File: config.mk
export PLATFORM = sky130hd
export DESIGN_NAME = xfc_core
export DESIGN_NICKNAME = d
export VERILOG_FILES = /design/src/rtl/xfc_pkg.sv /design/src/rtl/xfc_core.sv
export SDC_FILE = /design/constraint.sdc
export NUM_CORES = 1
export LEC_CHECK = 0
export ABC_CLOCK_PERIOD_IN_PS = 5900
export BUFFER_PORTS_ARGS = -buffer_cell sky130_fd_sc_hd__buf_2
export CORE_MARGIN = 4
export CORE_UTILIZATION = 36
export DETAILED_ROUTE_END_ITERATION = 8
export PLACE_DENSITY_LB_ADDON = 0.1
export SETUP_SLACK_MARGIN = 0.02
export SYNTH_ARGS = -nofsm -noshare
export SYNTH_HDL_FRONTEND = slang
export SYNTH_SLANG_ARGS = --single-unit
File: constraint.sdc
create_clock -name aclk -period 5.9 [get_ports aclk]
set_clock_uncertainty 0.2 [all_clocks]
set_input_delay 0.59 -clock aclk [delete_from_list [all_inputs] [get_ports aclk]]
set_output_delay 0.59 -clock aclk [all_outputs]
set_load 0.01 [all_outputs]
File: src/rtl/xfc_pkg.sv
// ----------------------------------------------------------------------------
// xfc_pkg
// shared types and constants of the xor frame checker
// ----------------------------------------------------------------------------
package xfc_pkg;

    localparam int HEADER_BYTES = 8;
    localparam int HDR_IDX_W    = $clog2(HEADER_BYTES);
    localparam int COUNT_W      = 17;
    localparam int LEN_W        = 16;

    localparam logic [COUNT_W-1:0] COUNT_MAX = {COUNT_W{1'b1}};

    localparam logic [7:0] SYNC_BYTE = 8'hAA;
    localparam logic [7:0] USER_TAG  = 8'h99;
    localparam logic [7:0] BOOT_TAG  = 8'h90;

    // index of the checksum byte is the declared length plus this offset
    localparam logic [COUNT_W-1:0] BOOT_LAST_OFS = 17'd4;
    localparam logic [COUNT_W-1:0] USER_LAST_OFS = 17'd8;

    typedef enum logic [1:0] {
        ERR_OK         = 2'd0,
        ERR_PREFIX     = 2'd1,
        ERR_INCOMPLETE = 2'd2,
        ERR_CHECKSUM   = 2'd3
    } err_code_t;

    typedef struct packed {
        logic [7:0] rx_byte;
        logic       buffer_end;
    } in_item_t;

    typedef struct packed {
        logic             frame_ok;
        err_code_t        error_code;
        logic             is_boot_frame;
        logic [7:0]       module_id;
        logic [7:0]       command;
        logic [7:0]       subcommand;
        logic [7:0]       sender_flag;
        logic [LEN_W-1:0] declared_length;
    } result_t;

endpackage

File: src/rtl/xfc_core.sv
// ----------------------------------------------------------------------------
// xfc_core
// per-byte frame state: header capture, length decode, running xor, verdict
// ----------------------------------------------------------------------------
module xfc_core (
    input  logic              aclk,
    input  logic              aresetn,
    input  logic              step,
    input  xfc_pkg::in_item_t item,
    output xfc_pkg::result_t  result
);

    logic [xfc_pkg::COUNT_W-1:0] byte_count_reg;
    logic [xfc_pkg::COUNT_W-1:0] byte_count_next;
    logic [7:0]                  running_xor_reg;
    logic [7:0]                  running_xor_next;
    logic                        frame_known_reg;
    logic                        frame_known_next;
    logic [xfc_pkg::COUNT_W-1:0] frame_last_reg;
    logic [xfc_pkg::COUNT_W-1:0] frame_last_next;
    logic [7:0]                  header_reg [xfc_pkg::HEADER_BYTES];
    logic [7:0]                  header_next [xfc_pkg::HEADER_BYTES];
    xfc_pkg::err_code_t          verdict_reg;
    xfc_pkg::err_code_t          verdict_next;
    logic                        verdict_done_reg;
    logic                        verdict_done_next;

    logic                        is_boot;
    logic                        is_user;
    logic [xfc_pkg::LEN_W-1:0]   boot_len;
    logic [xfc_pkg::LEN_W-1:0]   user_len;
    xfc_pkg::err_code_t          code;

    always_comb begin
        header_next = header_reg;
        if (byte_count_reg < xfc_pkg::COUNT_W'(xfc_pkg::HEADER_BYTES)) begin
            header_next[byte_count_reg[xfc_pkg::HDR_IDX_W-1:0]] = item.rx_byte;
        end
    end

    assign is_boot  = (header_next[0] == xfc_pkg::SYNC_BYTE)
                   && (header_next[1] == xfc_pkg::BOOT_TAG);
    assign is_user  = (header_next[0] == xfc_pkg::SYNC_BYTE)
                   && (header_next[1] == xfc_pkg::USER_TAG);
    assign boot_len = {header_next[3], header_next[2]};
    assign user_len = {header_next[7], header_next[6]};

    always_comb begin
        verdict_next      = verdict_reg;
        verdict_done_next = verdict_done_reg;
        frame_known_next  = frame_known_reg;
        frame_last_next   = frame_last_reg;
        running_xor_next  = running_xor_reg;

        // prefix check once both prefix bytes (sync and tag) are in
        if (!verdict_done_reg && byte_count_reg == 17'd1 && !is_boot && !is_user) begin
            verdict_next      = xfc_pkg::ERR_PREFIX;
            verdict_done_next = 1'b1;
        end

        if (!verdict_done_next) begin
            if (!frame_known_reg) begin
                if (byte_count_reg == 17'd3 && is_boot) begin
                    frame_known_next = 1'b1;
                    frame_last_next  = xfc_pkg::COUNT_W'(boot_len) + xfc_pkg::BOOT_LAST_OFS;
                end else if (byte_count_reg == 17'd7 && is_user) begin
                    frame_known_next = 1'b1;
                    frame_last_next  = xfc_pkg::COUNT_W'(user_len) + xfc_pkg::USER_LAST_OFS;
                end
            end
            if (frame_known_next && byte_count_reg == frame_last_next) begin
                verdict_next      = (running_xor_reg == item.rx_byte) ? xfc_pkg::ERR_OK
                                                                      : xfc_pkg::ERR_CHECKSUM;
                verdict_done_next = 1'b1;
            end else begin
                running_xor_next = running_xor_reg ^ item.rx_byte;
            end
        end

        byte_count_next = (byte_count_reg == xfc_pkg::COUNT_MAX) ? byte_count_reg
                                                                 : byte_count_reg + 1'b1;
    end

    // verdict for a buffer ending on this byte
    always_comb begin
        if (verdict_done_next) begin
            code = verdict_next;
        end else if (byte_count_reg == '0) begin
            code = xfc_pkg::ERR_PREFIX;
        end else begin
            code = xfc_pkg::ERR_INCOMPLETE;
        end

        result            = '0;
        result.error_code = code;
        result.frame_ok   = (code == xfc_pkg::ERR_OK);
        if (code != xfc_pkg::ERR_PREFIX) begin
            result.is_boot_frame   = is_boot;
            result.module_id       = header_next[2];
            result.command         = is_boot ? header_next[4] : header_next[3];
            result.subcommand      = is_boot ? 8'h00 : header_next[4];
            result.sender_flag     = header_next[5];
            result.declared_length = is_boot ? boot_len : user_len;
        end
    end

    always_ff @(posedge aclk) begin
        if (!aresetn || (step && item.buffer_end)) begin
            byte_count_reg   <= '0;
            running_xor_reg  <= '0;
            frame_known_reg  <= 1'b0;
            frame_last_reg   <= '0;
            verdict_reg      <= xfc_pkg::ERR_OK;
            verdict_done_reg <= 1'b0;
            for (int k = 0; k < xfc_pkg::HEADER_BYTES; k++) begin
                header_reg[k] <= '0;
            end
        end else if (step) begin
            byte_count_reg   <= byte_count_next;
            running_xor_reg  <= running_xor_next;
            frame_known_reg  <= frame_known_next;
            frame_last_reg   <= frame_last_next;
            verdict_reg      <= verdict_next;
            verdict_done_reg <= verdict_done_next;
            header_reg       <= header_next;
        end
    end

    // state is cleared after the buffer's last byte
    a_clear_after_end: assert property (@(posedge aclk) disable iff (!aresetn)
        step && item.buffer_end |=> byte_count_reg == '0 && !verdict_done_reg
                                    && !frame_known_reg)
        else $error("frame state not cleared after buffer end");

    // length is only known once the length field has arrived
    a_known_after_len: assert property (@(posedge aclk) disable iff (!aresetn)
        frame_known_reg |-> byte_count_reg >= 17'd4)
        else $error("frame length known too early");

    // a decided verdict needs at least the two prefix bytes
    a_done_after_prefix: assert property (@(posedge aclk) disable iff (!aresetn)
        verdict_done_reg |-> byte_count_reg >= 17'd2)
        else $error("verdict decided before prefix");

endmodule

## Word level (Yosys, flattened, before mapping)

Cells that the tools add are included.

| storage, ports and cells | value |
|---|---|
| bits in registers | 110 |
| input bits | 12 |

| cells by class | value |
|---|---|
| $add $sub $neg | 3 |
| magnitude comparators | 3 |
| equality and inequality tests | 10 |
| muxes and demuxes | 25 |
| bitwise logic cells | 5 |
| reduce and logical (&&, ||, !) cells | 20 |

Operator list:

| cell | count |
|---|---|
| 17-bit 2-to-1 mux | 4 |
| 64-bit bitwise mux | 1 |
| 64-bit 2-to-1 mux | 1 |
| 49-bit 2-to-1 mux | 1 |
| 8-bit demux with 3-bit select | 1 |
| 8-bit equality test, second input constant | 3 |
| 8-bit 2-to-1 mux | 3 |
| 16-bit by 3-bit adder with 17-bit output, second input constant | 1 |
| 16-bit by 4-bit adder with 17-bit output, second input constant | 1 |
| 17-bit by 1-bit adder with 17-bit output, second input constant | 1 |
| 17-bit by 1-bit equality test with 1-bit output, second input constant | 1 |
| 17-bit equality test | 1 |
| 17-bit equality test, second input constant | 1 |
| 17-bit by 2-bit equality test with 1-bit output, second input constant | 1 |
| 17-bit by 3-bit equality test with 1-bit output, second input constant | 1 |
| 17-bit zero test | 1 |
| 17-bit by 4-bit < comparator with 1-bit output, second input constant | 1 |
| 16-bit 2-to-1 mux | 1 |
| 2-bit 2-to-1 mux | 6 |
| 1-bit logical AND | 10 |
| 8-bit equality test | 1 |
| 8-bit bitwise XOR | 1 |
| 1-bit 2-to-1 mux | 7 |
| 4-bit >= comparator, second input constant | 1 |
| 9 further kinds | 15 |

## Longest topological paths before layout

Gate-level depths: netlist of run 1.

| depth | value |
|---|---|
| word-level depth | 21 |
| mapped depth | 23 |

## Least setup slack after synthesis of run 1

Ideal clock, no wire load.

| path | value |
|---|---|
| path type | register to output |
| from | register byte_count_reg[3] (netlist name) |
| to | output port result[24] (netlist name) |
| arrival | 4.404 ns |
| data required time | 5.110 ns |
| slack | 0.706 ns |
| stages on the path, launching flop included | 21 |
| cell sequence | dfxtp_1 -> buf_4 -> nor4_4 -> nand4_2 -> nor2_1 -> clkbuf_1 -> mux2i_1 -> inv_1 -> ha_1 -> and4_1 -> o21ai_1 -> a21boi_0 -> xnor2_1 -> mux2i_1 -> o21ai_1 -> xor2_1 -> nand4_1 -> nor3_4 -> o31ai_2 -> buf_6 -> nor4_1 |

RTL lines:

| element | line | RTL |
|---|---|---|
| start, declared | xfc_core.sv:13 | `logic [xfc_pkg::COUNT_W-1:0] byte_count_reg;` |
| start signal, assigned | xfc_core.sv:119 | `byte_count_reg <= byte_count_next;` |
| end, declared | xfc_core.sv:10 | `output xfc_pkg::result_t result` |

==> results by group, run 1 <==
Status
  – Outcome: finished, final reports clean

Route
  – DR iter-0 viols: around 570
  – Routed vias/inst: between 5 and 6
  – First-pass DRT Iterations: 5
  – Final ANT Viol Nets: 0
  – WL/cell: approximately 22 um
  – Final wirelength: roughly 31000 um
  – Via count: about 8400
  – DRC violations left: 0

GRT
  – GRT Total Usage: about a quarter
  – First-pass GRT wire length: about 47000 um
  – Initial antenna violation count: 0
  – Grt ovf: 0
  – Largest net degree at the start of global routing: 53
  – Vias in the first global route: slightly below 8000

Clocking
  – Skew-Pair Late Insertion Delay: 0.37 ns
  – Inserted Clock Buffers: 9
  – CTS tree: done
  – Worst-path clk slew: about 0.080 ns
  – Cts-stage hold buffer count: 0
  – CTS root buf: clkbuf_16
  – # H-tree levels: 3
  – Longest Clk Path Bufs: 2
  – Clock sink count: 110

Setup path
  – R2R Setup Slk: between 1 and 1.5 ns
  – Worst path required time: roughly 5 ns
  – Startpoint types: register
  – Crit path capture: result[29]
  – Critical-path top delay cell: nor4_4
  – Reg-to-reg critical path startpoint: byte_count_reg[15]$_SDFFE_PP0P_
  – Crit-path cells: nor4_4, nand4_1, nor2_4, mux2i_1, inv_1, ha_4, and3_1, nand3_2, buf_4, a211o_1, a21oi_1, o21ai_0, and3_1, nor3_1, nand3_1, nor3_4, o31ai_4, buf_4, nor4_4, buf_2
  – Crit-path max FO: 6
  – CP bufs+invs: 4
  – Delay-heaviest family, CP: simple AND/OR/NAND/NOR gates
  – Arr. time, crit path: 4.83 ns
  – Crit path depth: 20
  – R2R cell count: 18
  – Worst Path Class, Setup: reg2out
  – Worst reg2reg endpoint: verdict_reg[1]$_SDFFE_PP0P_
  – Crit end category: output port
  – CP max stage delay: 0.40 ns
  – Crit path launch: byte_count_reg[15]$_SDFFE_PP0P_

Yosys
  – Synth cell types: slightly below 80
  – Post-synth top cells: 140 x nor2_1, 133 x nand2_1, 110 x dfxtp_1
  – Area share of the leading cell type in the synthesized netlist: around 28%
  – Post-synth EDFFs: 0
  – Dominant synthesized flop cell: dfxtp_1
  – Area contributors post-synth: dfxtp_1 28%, mux2i_1 8.3%, nor2_1 6.6%
  – Cell accounting for the most synthesized area: dfxtp_1
  – Syn avg cell area: approximately 7.4 um2
  – Sequential fraction of the synthesis area: approximately 28%
  – Synth warn: 0
  – Syn Std Cell Area: 0.00792 mm2
  – Post-synth ARST share: 0%
  – Top-count cell post-synth: nor2_1
  – Syn Inst Count: 1075
  – #FFs+latches synth: 110
  – Syn nets: about 1100

Floorplanning
  – Site row count: 53
  – Die Wd: between 150 and 200 um
  – Ports: 64
  – Core area: approximately 0.021 mm2
  – Die area: 0.0244 mm2
  – Starting Density: 37.1%
  – Chip height: about 160 um

Power and ir drop
  – Peak supply drop: around 0.00015 V
  – Total power draw: roughly 1.7 mW
  – Leak: 3.60 nW
  – Power Dens Cells: roughly 180 mW/mm2

Timing
  – Final critical-path required period: ~5.6 ns
  – WHS: between 0.2 and 0.3 ns
  – # setup viols final: 0
  – Slew Limit Fails: 0
  – Final setup margin: 0.277 ns
  – Final period util: 95.3%
  – Worst-Margin Slew: ~0.85 ns
  – Fmax: roughly 180 MHz
  – Final Hold Viols: 0
  – Slew margin rel.: a little over two fifths
  – Setup TNS: 0 ns

Min path
  – Tightest Hold Check Type: reg2reg
  – Hold_sp: header_reg[50]$_SDFFE_PP0P_

Place
  – GP Congestion: roughly 0.95
  – Pre-CTS setup slack: ~0.16 ns
  – Placed insts: 1402
  – DP HPWL: 22300 um
  – Count of input and output buffers: 63

Layout
  – Post-layout net count: around 1200
  – Antenna cells: 0
  – Area growth syn-to-layout: 18.2%
  – Layout Cells excl Fill: between 1000 and 1500
  – Share of cells above drive strength 1: a little under a fifth
  – Largest register FFs: 64

Flow run
  – Number of max-cap violations: 0
==> worst reg2reg max path, delay by kind of cell, from the launching register on <==
| family | cells | cell delay, ns |
|---|---|---|
| buffers and inverters | 2 | 0.31 |
| AO/OA/AOI/OAI | 5 | 0.92 |
| flip-flops | 1 | 0.37 |
| AND/OR/NAND/NOR | 9 | 2.55 |
| adder cells (fa/ha/maj) | 1 | 0.18 |
| multiplexers | 1 | 0.11 |
==> what timing repair did <==
action                     CTS  global route
pin swaps                    2            19
buffers inserted             1            10
cloned                       1             2
resized for setup            1            25
setup endpoints to repair   49            52
==> layout make-up <==
| class | instances | area (um2) |
|---|---|---|
| fillers | 2280 | 12000 |
| multi-input cells | 870 | 5460 |
| flip-flops and latches | 110 | 2210 |
| repair buffers | 146 | 972 |
| well taps | 275 | 344 |
| clock buffers | 9 | 225 |
| clock inverters | 7 | 95.1 |
| inverters | 15 | 56.3 |
==> cells in the final DEF, fill, tap and decap left out, types with 5 or more instances in the layout <==
cell | Yosys | layout
or3_1 | 7 | 7
a21oi_1 | 83 | 83
inv_1 | 15 | 14
nand4_1 | 18 | 18
ha_1 | 6 | 5
o21ai_1 | 8 | 8
nand2b_1 | 5 | 5
nand2_1 | 133 | 132
nor4_1 | 10 | 6
xor2_1 | 22 | 22
nor4_4 | 4 | 6
nor2_1 | 140 | 138
nor3_2 | 8 | 10
dfxtp_1 | 110 | 107
clkbuf_16 | 0 | 10
buf_2 | 8 | 63
a211oi_1 | 19 | 19
a22oi_1 | 7 | 7
nand3_1 | 64 | 64
nor3_1 | 50 | 48
and2_1 | 5 | 5
buf_4 | 3 | 80
or4_1 | 10 | 10
o211ai_1 | 16 | 16
o21ai_0 | 33 | 32
xnor2_1 | 36 | 35
and3_1 | 20 | 19
a21boi_0 | 6 | 6
mux2i_1 | 66 | 66
==> routing by layer <==
| metal | share of wire (%) | up-vias | wire, um | global-route usage (%) |
|---|---|---|---|---|
| met2 | 45 | 313 | 13800 | 37.8 |
| li1 | - | 4036 | - | - |
| met1 | 46 | 4007 | 14200 | 34.8 |
| met3 | 6.4 | 56 | 1970 | 4.70 |
| met5 | 0 | - | 0 | 0 |
| met4 | 3.1 | 0 | 966 | 8.55 |
==> kinds of logic (layout without fill, tap and decap cells) <==
| kind of cell | after synthesis | in the layout | synth area share (%) |
|---|---|---|---|
| AND/OR/NAND/NOR | 508 | 508 | 32.1 |
| AO/OA/AOI/OAI | 228 | 230 | 18.9 |
| flip-flops | 110 | 110 | 27.8 |
| buffers and inverters | 97 | 177 | 5.25 |
| multiplexers | 68 | 68 | 8.63 |
| XOR/XNOR | 58 | 58 | 6.42 |
| adder cells (fa/ha/maj) | 6 | 6 | 0.948 |
==> report_power, final <==
part	switching (mW)	total, mW	leakage (nW)	internal (mW)
logic	0.175	0.259	2.55	0.0839
clock network	0.314	0.689	0.156	0.375
registers	0.0135	0.769	0.892	0.755
==> metrics by stage <==
stage | utilization [%] | cell area, um2
2_1_floorplan | - | 7920
3_3_place_gp | 41.1 | 8780
3_5_place_dp | 41.1 | 8780
4_1_cts | 42.8 | 9130
5_1_grt | 43.8 | 9360
6_report | 43.8 | 9360
==> worst min-delay path by stage <==
stage	to	cells after the start
6_report	header_reg[50]$_SDFFE_PP0P_	2
5_1_grt	header_reg[49]$_SDFFE_PP0P_	2
4_1_cts	header_reg[49]$_SDFFE_PP0P_	2
3_5_place_dp	header_reg[50]$_SDFFE_PP0P_	2
3_3_place_gp	header_reg[49]$_SDFFE_PP0P_	2
2_1_floorplan	frame_last_reg[16]$_SDFFE_PP0P_	2
Note: power is estimated with default switching activity, not from simulation.
==> run 2, diff against run 1 <==
--- a/config.mk
+++ b/config.mk
@@ -8,9 +8,10 @@
 export ABC_CLOCK_PERIOD_IN_PS = 5900
 export BUFFER_PORTS_ARGS = -buffer_cell sky130_fd_sc_hd__buf_2
 export CORE_MARGIN = 4
-export CORE_UTILIZATION = 36
+export CORE_UTILIZATION = 40
+export CTS_CLUSTER_DIAMETER = 50
 export DETAILED_ROUTE_END_ITERATION = 8
-export PLACE_DENSITY_LB_ADDON = 0.1
+export PLACE_DENSITY = 0.59
 export SETUP_SLACK_MARGIN = 0.02
 export SYNTH_ARGS = -nofsm -noshare
 export SYNTH_HDL_FRONTEND = slang
==> run 2 against run 1 <==
  * Design area down 3.7%
  * First-iteration DRC count grew 47%
  * Wire length decreased by 9.2%
  * Fmax is 0.30% lower
  * Largest cell class unchanged
  * Largest power group unchanged
==> results by group, run 2 (synthesis gave the netlist of run 1 again) <==
Status
  – Outcome: finished, final reports clean

Route
  – DR iter-0 viols: 835 (+47%)
  – Final wirelength: 28100 um (-9.2%)
  – First-pass DRT Iterations: 6 (+1)
  – DRC violations left: 0 (unchanged)
  – Via count: 8240 (-2.0%)
  – Final ANT Viol Nets: 0 (unchanged)
  – WL/cell: 20.3 um (-6.2%)
  – Routed vias/inst: 5.95 (+1.2%)

Power and ir drop
  – Comb pwr share: 14.2% (-0.9 points)
  – P_sw: 0.467 mW (-7.0%)
  – Clk network pwr share: 38.1% (-2.1 points)
  – Peak supply drop: 0.000132 V (-13%)
  – Internal: 1.14 mW (-5.7%)
  – Power Dens Cells: 179 mW/mm2 (-2.4%)
  – Switching Fraction: 29.0% (-0.28 points)
  – Part of the power in registers: 47.7% (+2.9 points)
  – Total power draw: 1.61 mW (-6.1%)
  – Leak: 3.41 nW (-5.3%)

Timing
  – Final Hold Viols: 0 (unchanged)
  – Fmax: 177 MHz (-0.30%)
  – Slew Limit Fails: 0 (unchanged)
  – Final period util: 95.6% (+0.28 points)
  – Worst-Margin Slew: 1.23 ns (+0.382 ns)
  – Final critical-path required period: 5.64 ns (+0.0167 ns)
  – Setup TNS: 0 ns (unchanged)
  – Slew margin rel.: 17.9% (-25 points)
  – # setup viols final: 0 (unchanged)

Floorplanning
  – Starting Density: 40.7% (+3.6 points)
  – Die Wd: 149 um (-4.9%)
  – Die area: 0.0221 mm2 (-9.5%)
  – Chip height: 149 um (-4.9%)
  – Core area: 0.0195 mm2 (-8.9%)
  – Ports: 64 (unchanged)
  – Site row count: 51 (-3.8%)

Clocking
  – CTS tree: done
  – Inserted Clock Buffers: 9 (unchanged)
  – CTS root buf: clkbuf_16
  – Longest Clk Path Bufs: 2 (unchanged)
  – Clock sink count: 110 (unchanged)
  – Worst-path clk slew: 0.07 ns (about the same)
  – Skew-Pair Late Insertion Delay: 0.36 ns (about the same)
  – # H-tree levels: 3 (unchanged)
  – Cts-stage hold buffer count: 0 (unchanged)

Place
  – DP HPWL: 19900 um (-11%)
  – Count of input and output buffers: 63 (unchanged)
  – GP Congestion: 1.02 (+7.7%)

Layout
  – Most frequent cells in the layout: 138 x nor2_1, 132 x nand2_1, 109 x dfxtp_1
  – Leading cell type in the layout, fill and taps excluded: nor2_1
  – Area growth syn-to-layout: 13.8%
  – Largest register FFs: 64 (unchanged)
  – Share of cells above drive strength 1: 16.2% (-2.4 points)
  – Post-layout net count: 1134 (-3.1%)
  – Antenna cells: 0 (unchanged)

Setup path
  – CP max stage delay: 0.39 ns (about the same)
  – Worst path required time: 5.11 ns (about the same)
  – Worst Path Class, Setup: reg2out
  – Critical-path top delay cell: dfxtp_1
  – Crit-path cells: nor4_4, buf_4, nand4_2, nor2_4, mux2i_2, inv_1, ha_2, and4_1, nand2_1, a21oi_1, o21a_1, o21ai_1, a32oi_2, o21ai_2, xnor2_2, nand4_1, nor3_4, o31ai_4, buf_12, nor4_1, buf_2
  – Crit end category: output port
  – CP bufs+invs: 4 (unchanged)
  – Startpoint types: register
  – Delay-heaviest family, CP: simple AND/OR/NAND/NOR gates
  – Crit-path max FO: 49 (+43)
  – Arr. time, crit path: 4.85 ns (+0.02 ns)
  – R2R Setup Slk: 1.09 ns (-0.10 ns)

GRT
  – First-pass GRT wire length: 43900 um (-6.9%)
  – Initial antenna violation count: 0 (unchanged)
  – GRT Total Usage: 25.0% (+0.29 points)
  – Largest net degree at the start of global routing: 104 (+96%)
  – Vias in the first global route: 7531 (-2.8%)
  – Grt ovf: 0 (unchanged)

Min path
  – Tightest Hold Check Type: reg2reg

Flow run
  – Number of max-cap violations: 0 (unchanged)
run 2: area by class of cell:
cell class,instances,area [um2]
timing repair buffer,112,696
fill,1959,10500
multi-input combinational,868,5440
clock inverter,3,17.5
tap,265,332
sequential,110,2200
inverter,15,56.3
clock buffer,13,270
run 2: final timing paths:
kind | startpoint | endpoint | depth (start not counted)
worst max-delay path | byte_count_reg[10]$_SDFFE_PP0P_ | result[24] | 21
worst max register to register | byte_count_reg[16]$_SDFFE_PP0P_ | verdict_reg[1]$_SDFFE_PP0P_ | 18
worst min register to register | header_reg[52]$_SDFFE_PP0P_ | header_reg[52]$_SDFFE_PP0P_ | 2
worst min-delay path | header_reg[52]$_SDFFE_PP0P_ | header_reg[52]$_SDFFE_PP0P_ | 2
run 2: what timing repair did:
item                       4_1_cts  5_1_grt
pin swaps                        4        6
setup buffers                    4        4
setup endpoints to repair       51       52
resized for setup                3       26
run 2: tightest hold or removal path: stages (launching register included):
cell	delay, ns
dfxtp_1	0.31
nand2_1	0.05
a21oi_1	0.05
run 2: through the flow:
step	hold slack, ns	area (um2)	util (%)	std cells	setup slack [ns]
after floorplan	0.228	7920	-	1075	0.706
after global placement	0.241	8530	43.8	1362	0.154
after detailed placement	0.247	8530	43.8	1362	0.0910
after CTS	0.257	8860	45.5	1382	0.0403
after global routing	0.280	9010	46.3	1386	-0.00482
final	0.254	9010	46.3	1386	0.260
run 2: power groups by stage:
stage	combinational, mW	sequential (mW)	clock [mW]
2_1_floorplan	0.154	0.781	0
3_3_place_gp	0.217	0.786	0
3_5_place_dp	0.218	0.786	0
4_1_cts	0.219	0.768	0.619
5_1_grt	0.248	0.771	0.637
6_report	0.230	0.769	0.614
run 2: layer usage:
layer	global-route usage, %	vias to the layer above	routed length, um
met5	0	-	0
met4	8.18	0	788
met3	4.05	49	1870
met2	38.9	354	12400
met1	35.3	3887	13100
li1	-	3950	-
